## src/hdl/rtc_bcd_pkg.sv

```systemverilog
// Shared types, status codes and BCD helpers for the RTC date/time sanitize and decode block.
package rtc_bcd_pkg;

   // Status codes reported with each decoded word.
   typedef enum logic [3:0] {
      ST_OK        = 4'd0,
      ST_READ_FAIL = 4'd1,
      ST_YEAR      = 4'd2,
      ST_MONTH     = 4'd3,
      ST_DAY       = 4'd4,
      ST_WEEKDAY   = 4'd5,
      ST_HOUR      = 4'd6,
      ST_MINUTE    = 4'd7,
      ST_SECOND    = 4'd8
   } status_type;

   // Range limits of the field checks, as BCD bytes, and the binary year base.
   localparam logic [7:0] YEAR_HI_MAX   = 8'h9F;
   localparam logic [7:0] MONTH_SPAN    = 8'h11;
   localparam logic [7:0] DAY_SPAN      = 8'h30;
   localparam logic [7:0] HOUR_MAX      = 8'h23;
   localparam logic [7:0] MIN_SEC_MAX   = 8'h5F;
   localparam logic [7:0] WEEKDAY_BAD   = 8'd7;
   localparam logic [7:0] DIGIT_MAX     = 8'd9;
   localparam logic [11:0] YEAR_BASE    = 12'd2000;

   // One raw reading as captured at the input.
   typedef struct packed {
      logic       read_ok;
      logic [7:0] year_bcd;
      logic [7:0] month_bcd;
      logic [7:0] day_bcd;
      logic [7:0] weekday_raw;
      logic [7:0] hour_bcd;
      logic [7:0] minute_bcd;
      logic [7:0] second_bcd;
   } reading_type;

   // Two BCD digits to binary; nibbles above 9 are taken at face value.
   function automatic logic [7:0] bcd_to_bin(input logic [7:0] b);
      logic [7:0] hi;
      hi = {4'd0, b[7:4]};
      return {4'd0, b[3:0]} + (hi << 3) + (hi << 1);
   endfunction

   // Low digit is not a decimal digit.
   function automatic logic lo_bad(input logic [7:0] b);
      return {4'd0, b[3:0]} > DIGIT_MAX;
   endfunction

endpackage

```

## src/hdl/rtc_bcd_datetime_sanitize_decode_top.sv

```systemverilog
// Top level of the RTC date/time sanitize and decode block.
//
// Takes one clock reading per cycle: a word is accepted on a rising edge with start high
// and busy low, and busy is always low, so a reading may be given every cycle. Its result
// appears with rsp_valid high for exactly one cycle, after passing through the input
// register and then through the check and decode logic into the result register.
// The receiver cannot stall, and no stall is needed since a result leaves every cycle.
module rtc_bcd_datetime_sanitize_decode_top (
   input  logic        clock,
   input  logic        reset,
   input  logic        start,
   output logic        busy,
   input  logic        req_read_ok,
   input  logic [7:0]  req_year_bcd,
   input  logic [7:0]  req_month_bcd,
   input  logic [7:0]  req_day_bcd,
   input  logic [7:0]  req_weekday_raw,
   input  logic [7:0]  req_hour_bcd,
   input  logic [7:0]  req_minute_bcd,
   input  logic [7:0]  req_second_bcd,
   output logic        rsp_valid,
   output logic [3:0]  rsp_status,
   output logic [11:0] rsp_year_bin,
   output logic [7:0]  rsp_month_bin,
   output logic [7:0]  rsp_day_bin,
   output logic [7:0]  rsp_weekday_out,
   output logic [7:0]  rsp_hour_bin,
   output logic [7:0]  rsp_minute_bin,
   output logic [7:0]  rsp_second_bin
);

   rtc_bcd_pkg::reading_type rd_ff, rd_in;
   logic                     rd_valid_ff;

   logic                     year_bad, month_bad, day_bad, weekday_bad;
   logic                     hour_bad, minute_bad, second_bad;
   logic [7:0]               year_fix, month_fix, day_fix, weekday_fix;
   logic [7:0]               hour_fix, minute_fix, second_fix;
   rtc_bcd_pkg::status_type  status_in;

   logic                     out_valid_ff;
   logic [3:0]               status_ff;
   logic [11:0]              year_ff, year_in;
   logic [7:0]               month_ff, day_ff, weekday_ff, hour_ff, minute_ff, second_ff;

   // The block never holds off a word.
   assign busy = 1'b0;

   // Input register.
   always_comb begin
      rd_in.read_ok     = req_read_ok;
      rd_in.year_bcd    = req_year_bcd;
      rd_in.month_bcd   = req_month_bcd;
      rd_in.day_bcd     = req_day_bcd;
      rd_in.weekday_raw = req_weekday_raw;
      rd_in.hour_bcd    = req_hour_bcd;
      rd_in.minute_bcd  = req_minute_bcd;
      rd_in.second_bcd  = req_second_bcd;
   end

   always_ff @(posedge clock) begin
      if (reset) begin
         rd_valid_ff <= 1'b0;
      end else begin
         rd_valid_ff <= start & ~busy;
      end
      if (start && !busy) begin
         rd_ff <= rd_in;
      end
   end

   // Field checks; they count only on a good read.
   always_comb begin
      year_bad    = rd_ff.read_ok &&
                    (({rd_ff.year_bcd[7:4], 4'd0} > rtc_bcd_pkg::YEAR_HI_MAX) ||
                     rtc_bcd_pkg::lo_bad(rd_ff.year_bcd));
      month_bad   = rd_ff.read_ok &&
                    (((rd_ff.month_bcd - 8'd1) > rtc_bcd_pkg::MONTH_SPAN) ||
                     rtc_bcd_pkg::lo_bad(rd_ff.month_bcd));
      day_bad     = rd_ff.read_ok &&
                    (((rd_ff.day_bcd - 8'd1) > rtc_bcd_pkg::DAY_SPAN) ||
                     rtc_bcd_pkg::lo_bad(rd_ff.day_bcd));
      weekday_bad = rd_ff.read_ok && (rd_ff.weekday_raw == rtc_bcd_pkg::WEEKDAY_BAD);
      hour_bad    = rd_ff.read_ok &&
                    ((rd_ff.hour_bcd > rtc_bcd_pkg::HOUR_MAX) ||
                     rtc_bcd_pkg::lo_bad(rd_ff.hour_bcd));
      minute_bad  = rd_ff.read_ok &&
                    ((rd_ff.minute_bcd > rtc_bcd_pkg::MIN_SEC_MAX) ||
                     rtc_bcd_pkg::lo_bad(rd_ff.minute_bcd));
      second_bad  = rd_ff.read_ok &&
                    ((rd_ff.second_bcd > rtc_bcd_pkg::MIN_SEC_MAX) ||
                     rtc_bcd_pkg::lo_bad(rd_ff.second_bcd));
   end

   // Replace bad fields with safe values.
   always_comb begin
      year_fix    = year_bad    ? 8'h00 : rd_ff.year_bcd;
      month_fix   = month_bad   ? 8'h01 : rd_ff.month_bcd;
      day_fix     = day_bad     ? 8'h01 : rd_ff.day_bcd;
      weekday_fix = weekday_bad ? 8'h00 : rd_ff.weekday_raw;
      hour_fix    = hour_bad    ? 8'h00 : rd_ff.hour_bcd;
      minute_fix  = minute_bad  ? 8'h00 : rd_ff.minute_bcd;
      second_fix  = second_bad  ? 8'h00 : rd_ff.second_bcd;
   end

   // Status names the last failing check, so the later fields take priority.
   always_comb begin
      if (!rd_ff.read_ok) begin
         status_in = rtc_bcd_pkg::ST_READ_FAIL;
      end else if (second_bad) begin
         status_in = rtc_bcd_pkg::ST_SECOND;
      end else if (minute_bad) begin
         status_in = rtc_bcd_pkg::ST_MINUTE;
      end else if (hour_bad) begin
         status_in = rtc_bcd_pkg::ST_HOUR;
      end else if (weekday_bad) begin
         status_in = rtc_bcd_pkg::ST_WEEKDAY;
      end else if (day_bad) begin
         status_in = rtc_bcd_pkg::ST_DAY;
      end else if (month_bad) begin
         status_in = rtc_bcd_pkg::ST_MONTH;
      end else if (year_bad) begin
         status_in = rtc_bcd_pkg::ST_YEAR;
      end else begin
         status_in = rtc_bcd_pkg::ST_OK;
      end
   end

   assign year_in = {4'd0, rtc_bcd_pkg::bcd_to_bin(year_fix)} + rtc_bcd_pkg::YEAR_BASE;

   // Result register.
   always_ff @(posedge clock) begin
      if (reset) begin
         out_valid_ff <= 1'b0;
      end else begin
         out_valid_ff <= rd_valid_ff;
      end
      if (rd_valid_ff) begin
         status_ff  <= status_in;
         year_ff    <= year_in;
         month_ff   <= rtc_bcd_pkg::bcd_to_bin(month_fix);
         day_ff     <= rtc_bcd_pkg::bcd_to_bin(day_fix);
         weekday_ff <= weekday_fix;
         hour_ff    <= rtc_bcd_pkg::bcd_to_bin(hour_fix);
         minute_ff  <= rtc_bcd_pkg::bcd_to_bin(minute_fix);
         second_ff  <= rtc_bcd_pkg::bcd_to_bin(second_fix);
      end
   end

   assign rsp_valid       = out_valid_ff;
   assign rsp_status      = status_ff;
   assign rsp_year_bin    = year_ff;
   assign rsp_month_bin   = month_ff;
   assign rsp_day_bin     = day_ff;
   assign rsp_weekday_out = weekday_ff;
   assign rsp_hour_bin    = hour_ff;
   assign rsp_minute_bin  = minute_ff;
   assign rsp_second_bin  = second_ff;

endmodule

```

## config.mk

```make
export PLATFORM = sky130hd
export DESIGN_NAME = rtc_bcd_datetime_sanitize_decode_top
export DESIGN_NICKNAME = d
export VERILOG_FILES = /design/src/hdl/rtc_bcd_pkg.sv /design/src/hdl/rtc_bcd_datetime_sanitize_decode_top.sv
export SDC_FILE = /design/constraint.sdc
export NUM_CORES = 1
export LEC_CHECK = 0
export BUFFER_PORTS_ARGS = -buffer_cell sky130_fd_sc_hd__buf_2
export CAP_MARGIN = 5
export CORE_AREA = 5 5 123 125
export DETAILED_ROUTE_END_ITERATION = 12
export DIE_AREA = 0 0 128 130
export HOLD_SLACK_MARGIN = 0.1
export PLACE_DENSITY = 0.64
export SYNTH_ARGS = -nofsm -noshare
export SYNTH_HDL_FRONTEND = slang
export SYNTH_SLANG_ARGS = --single-unit
export TNS_END_PERCENT = 5
```

## constraint.sdc

```tcl
create_clock -name clock -period 3.85 [get_ports clock]
set_input_delay 0.1925 -clock clock [delete_from_list [all_inputs] [get_ports clock]]
set_output_delay 0.1925 -clock clock [all_outputs]
set_load 0.03 [all_outputs]
```

# Word level (Yosys, flattened, before mapping)
# Cells that the tools add are included.
word_totals:
  ff_bits: 123
  in_bits: 60
  out_inout_bits: 66
  word_cells: 75
classes:
  addsub: 15
  order_cmp: 12
  n_eq_ne: 1
  mux: 13
  n_bitwise: 1
  reduce_logical: 14
ops:
  columns: ["operator", "count"]
  rows:
  - ["$add A4 B7 Y8", 6]
  - ["$add A8 B5 Y8", 6]
  - ["$mux W8", 6]
  - ["$gt A4 B4 Y1 const B", 6]
  - ["$gt A8 B6 Y1 const B", 2]
  - ["$gt A8 B7 Y1 const B", 2]
  - ["$sub A8 B1 Y8 const B", 2]
  - ["$add A8 B11 Y12 const B", 1]
  - ["$mux W3", 4]
  - ["$eq A8 B3 Y1 const B", 1]
  - ["$gt A8 B5 Y1 const B", 1]
  - ["$gt A8 B8 Y1 const B", 1]
  - ["$logic_and A1 B1 Y1", 7]
  - ["$logic_or A1 B1 Y1", 6]
  - ["$mux W2", 2]
  - ["$mux W4", 1]
  - ["$reduce_or A2 Y1", 1]
  - ["$not A1 Y1", 1]

# Longest topological paths before layout
depth:
  depth_word: 10
  ltp_mapped: 13
  depth_no_buf: 12

# Worst setup path after synthesis
# No wires, ideal clock.
synth_timing:
  kind: "register to register"
  start: "reg rd_ff[35] (netlist bit)"
  end: "reg day_ff[7], in the netlist rsp_day_bin[7] (data pin)"
  setup_time_ns: 0.254
  t_arrival_ns: 2.814
  t_required_ns: 3.596
  path_slack_ns: 0.782
  path_stages_with_launch: 11
  n_path_buf: 0
  period_less_slack_ns: 3.068
  cell_sequence: "edfxtp_1 > or4_1 > nor3_1 > o21ai_1 > and2_1 > fa_1 > ha_1 > a21o_1 > a21oi_1 > nor2b_1 > o21a_1"
synth_via:
  elab_chain_len: 7
  word_cells_on_any_way: 8
  classes_between: "3 x add/sub; 2 x order compare; 1 x mux; 2 x reduce/logical"
synth_lines:
  columns: ["item", "line", "source"]
  rows:
  - ["start, declared", "rtc_bcd_datetime_sanitize_decode_top.sv:32", "rtc_bcd_pkg::reading_type rd_ff, rd_in;"]
  - ["start signal, assigned", "rtc_bcd_datetime_sanitize_decode_top.sv:68", "rd_ff <= rd_in;"]
  - ["$sub A8 B1 Y8", "rtc_bcd_datetime_sanitize_decode_top.sv:81", "(((rd_ff.day_bcd - 8'd1) > rtc_bcd_pkg::DAY_SPAN) ||"]
  - ["$gt A8 B6 Y1", "rtc_bcd_datetime_sanitize_decode_top.sv:81", null]
  - ["$logic_or A1 B1 Y1", "rtc_bcd_datetime_sanitize_decode_top.sv:81", null]
  - ["$logic_and A1 B1 Y1", "rtc_bcd_datetime_sanitize_decode_top.sv:80", "day_bad = rd_ff.read_ok &&"]
  - ["$mux W8 (*)", "rtc_bcd_datetime_sanitize_decode_top.sv:99", "day_fix = day_bad ? 8'h01 : rd_ff.day_bcd;"]
  - ["$add A4 B7 Y8", "rtc_bcd_pkg.sv:43", "return {4'd0, b[3:0]} + (hi << 3) + (hi << 1);"]
  - ["$add A8 B5 Y8 (*)", "rtc_bcd_pkg.sv:43", null]
  - ["end signal, assigned", "rtc_bcd_datetime_sanitize_decode_top.sv:142", "day_ff <= rtc_bcd_pkg::bcd_to_bin(day_fix);"]
  - ["end, declared", "rtc_bcd_datetime_sanitize_decode_top.sv:44", "logic [7:0] month_ff, day_ff, weekday_ff, hour_ff, minute_ff, second_ff;"]
# Every way passes the cells marked *; elsewhere a longest branch is shown, timed or not.
# A chain may end at the register's enable or synchronous reset.

# Final worst setup path
# Ends and elaborated chain as after synthesis.

==> results.sh <==
export IMPL_drc_errors=0
export IMPL_ys_ff_latch=123
export IMPL_firstDrtPassIters=4
export IMPL_syn_inst=364
export IMPL_io_buffers=124
export IMPL_p_leak_nw=3.24
export IMPL_fin_tns_setup_ps=0
export IMPL_hold_viol_final=0
export IMPL_clock_latency_ps=410
export IMPL_drt_iter0_drc=187
export IMPL_yosys_area_top_type_share=0.656
export IMPL_clock_skew_ps=6.58
export IMPL_nFillCells=1183
export IMPL_vias=3513
export IMPL_async_reset_ff_frac=0
export IMPL_whs_ps=315
export IMPL_antenna_found_initial=0
export IMPL_power_density_nw_per_um2=518
export IMPL_cap_viol_max_count=0
export IMPL_arrival_ps=3510
export IMPL_cpPeakStageDelay_ps=540
export IMPL_outcome="completed"
export IMPL_critPathMaxFanout=8
export IMPL_syn_to_final_growth_pct=36.0
export IMPL_required_ps=4020
export IMPL_clk_pin_slew_worst_paths_ps=50
export IMPL_cts_resized=0
export IMPL_gp_congestion=0.813
export IMPL_grt_first_pass_wirelength_um=18500
export IMPL_grtUsageTotal=0.148
export IMPL_grt_setup_unrepaired="no"
export IMPL_synth_fp_nets=479
export IMPL_grt_pass1_vias=3819
export IMPL_yosysSeqAreaShare=0.664
export IMPL_placed_area_sq_um=6360
export IMPL_via_per_inst=4.67
export IMPL_clk_path_buf_depth=2
export IMPL_cts_root_buffer="clkbuf_16"
export IMPL_drt_total_wl_um=11400
export IMPL_grt_overflow_total=0
export IMPL_diodes=0
export IMPL_cts_tree="yes"
export IMPL_yosysWarnings=0
export IMPL_finalNetCount=675
export IMPL_stdcell_area_sq_um=7530
export IMPL_io_pins=126
export IMPL_end_kind="flip-flop"
export IMPL_htreeDepth=4
export IMPL_path_class="reg -> reg"
export IMPL_yosys_most_used_dff="edfxtp_1"
export IMPL_power_w=0.00390
export IMPL_min_path_type="in -> reg"
export IMPL_post_drt_wl_per_cell_um=15.1
export IMPL_synth_most_common_cell="edfxtp_1"
export IMPL_tightest_slew_ps=819
export IMPL_numCtsBuffers=17
export IMPL_max_freq_ghz=0.300
export IMPL_core_area_sq_um=13800
export IMPL_timing_final_crit_share=0.867
export IMPL_drv_slew=0
export IMPL_drive_gt1_frac=0.272
export IMPL_cp_num_buf_inv=0
export IMPL_period_needed_ps=3340
export IMPL_ir_worst_vdd_uv=288
export IMPL_dieHeight_um=130
export IMPL_crit_path_start_kind="flip-flop"
export IMPL_synth_top_cells_by_count="edfxtp_1 (121), ha_1 (43), and2_1 (27), inv_1 (23)"
export IMPL_synth_edf_count=121
export IMPL_worst_path_max_delay_cell="or4_1"
export IMPL_slew_headroom=0.454
export IMPL_synth_distinct_cells=37
export IMPL_die_w_um=128
export IMPL_clkSinkCount=123
export IMPL_synth_top_area_cell="edfxtp_1"
export IMPL_die_area_sq_um=16600
export IMPL_crit_family="simple AND/OR/NAND/NOR gates"
export IMPL_initial_core_util=0.402
export IMPL_grt_max_degree=37
export IMPL_finalSetupViolCount=0
export IMPL_ant_nets=0
export IMPL_crit_chain="or4_1 -> nor3_1 -> o21ai_1 -> and2_1 -> fa_1 -> ha_1 -> a21o_1 -> a21oi_1 -> nor2b_1 -> o21a_1"
export IMPL_synth_top_cells_by_area="edfxtp_1 (66%), ha_1 (9.7%), fa_1 (4.3%)"
export IMPL_syn_area_sq_um=5540
export IMPL_dpl_hpwl_um=8050
export IMPL_avgSynthCellArea_sq_um=15.2
export IMPL_rows=43
==> flip-flops by register name (all words and copies together), names as in the netlist, 4 cells and up <==
name and count:
rsp_second_bin 8, rsp_hour_bin 8, rsp_day_bin 8, rsp_month_bin 8, rsp_minute_bin 8, rd_ff 57, rsp_status 4, rsp_weekday_out 8
rsp_year_bin 12
==> worst paths after layout <==
| check | startpoint | endpoint | slack, ps | depth (start not counted) |
|---|---|---|---|---|
| max | rd_ff[35] | rsp_day_bin[7] | 510 | 10 |
| min | start | rd_ff[52] | 310 | 1 |
| max reg2reg | rd_ff[35] | rsp_day_bin[7] | 510 | 10 |
| min reg2reg | rd_ff[28] | rsp_weekday_out[4] | 440 | 0 |
==> layout by cell type (no fill, tap or decap), types with 2 or more instances in the layout <==
| master | count |
|---|---|
| a211oi_1 | 2 |
| a21o_1 | 12 |
| a21oi_1 | 14 |
| and2_1 | 27 |
| buf_2 | 124 |
| buf_4 | 3 |
| bufinv_16 | 2 |
| clkbuf_1 | 4 |
| clkbuf_16 | 17 |
| clkbuf_8 | 4 |
| clkinvlp_4 | 3 |
| dlygate4sd3_1 | 58 |
| edfxtp_1 | 121 |
| fa_1 | 12 |
| ha_1 | 43 |
| inv_1 | 23 |
| nand2_1 | 20 |
| nand2b_1 | 3 |
| nand3_1 | 2 |
| nor2_1 | 6 |
| nor2b_1 | 20 |
| nor3_1 | 4 |
| o21a_1 | 5 |
| o21ai_0 | 7 |
| o21ai_1 | 2 |
| or4_1 | 2 |
| xnor2_1 | 11 |
| xor2_1 | 6 |
==> final cells by class <==
class | count | area, sq um | area share
sequential | 123 | 3670 | 0.488
multi-input combinational | 210 | 1730 | 0.230
timing repair buffer | 185 | 1220 | 0.162
clock buffer | 25 | 495 | 0.0658
tap | 180 | 225 | 0.0299
clock inverter | 7 | 91.3 | 0.0121
inverter | 23 | 86.3 | 0.0115
==> report_power, final <==
part	internal, W	switching [W]
registers	0.00164	0.0000502
clock network	0.00102	0.000537
logic	0.000258	0.000397
total	0.00292	0.000984
==> logic make-up after synthesis <==
kind of cell | count (synthesis) | share of synthesized area
XOR/XNOR | 17 | 0.0269
AND/OR/NAND/NOR | 87 | 0.0866
adder cells (fa/ha/maj) | 55 | 0.141
other | 1 | 0.000677
flip-flops | 123 | 0.664
buffers and inverters | 31 | 0.0233
AO/OA/AOI/OAI | 50 | 0.0585
==> routing by layer <==
| layer | up-vias | share of wire | GRT usage | routed length [um] |
|---|---|---|---|---|
| met5 | - | 0 | 0 | 0 |
| met4 | 0 | 0.022 | 0.0712 | 247 |
| met3 | 20 | 0.059 | 0.0426 | 672 |
| met2 | 120 | 0.50 | 0.251 | 5750 |
| met1 | 1658 | 0.41 | 0.172 | 4730 |
| li1 | 1715 | - | - | - |
==> metrics by stage <==
stage / util / setup WS, ps / instances
floorplan: - / 782 / 364
global placement: 0.462 / 676 / 663
detailed placement: 0.462 / 549 / 663
CTS: 0.547 / 478 / 753
global route: 0.547 / 309 / 753
finish: 0.547 / 512 / 753
==> what timing repair did <==
action	CTS	global route
hold buffers	58	0
setup buffers	0	0
hold endpoints to repair	59	0
Power figures use the tool's default switching activity.
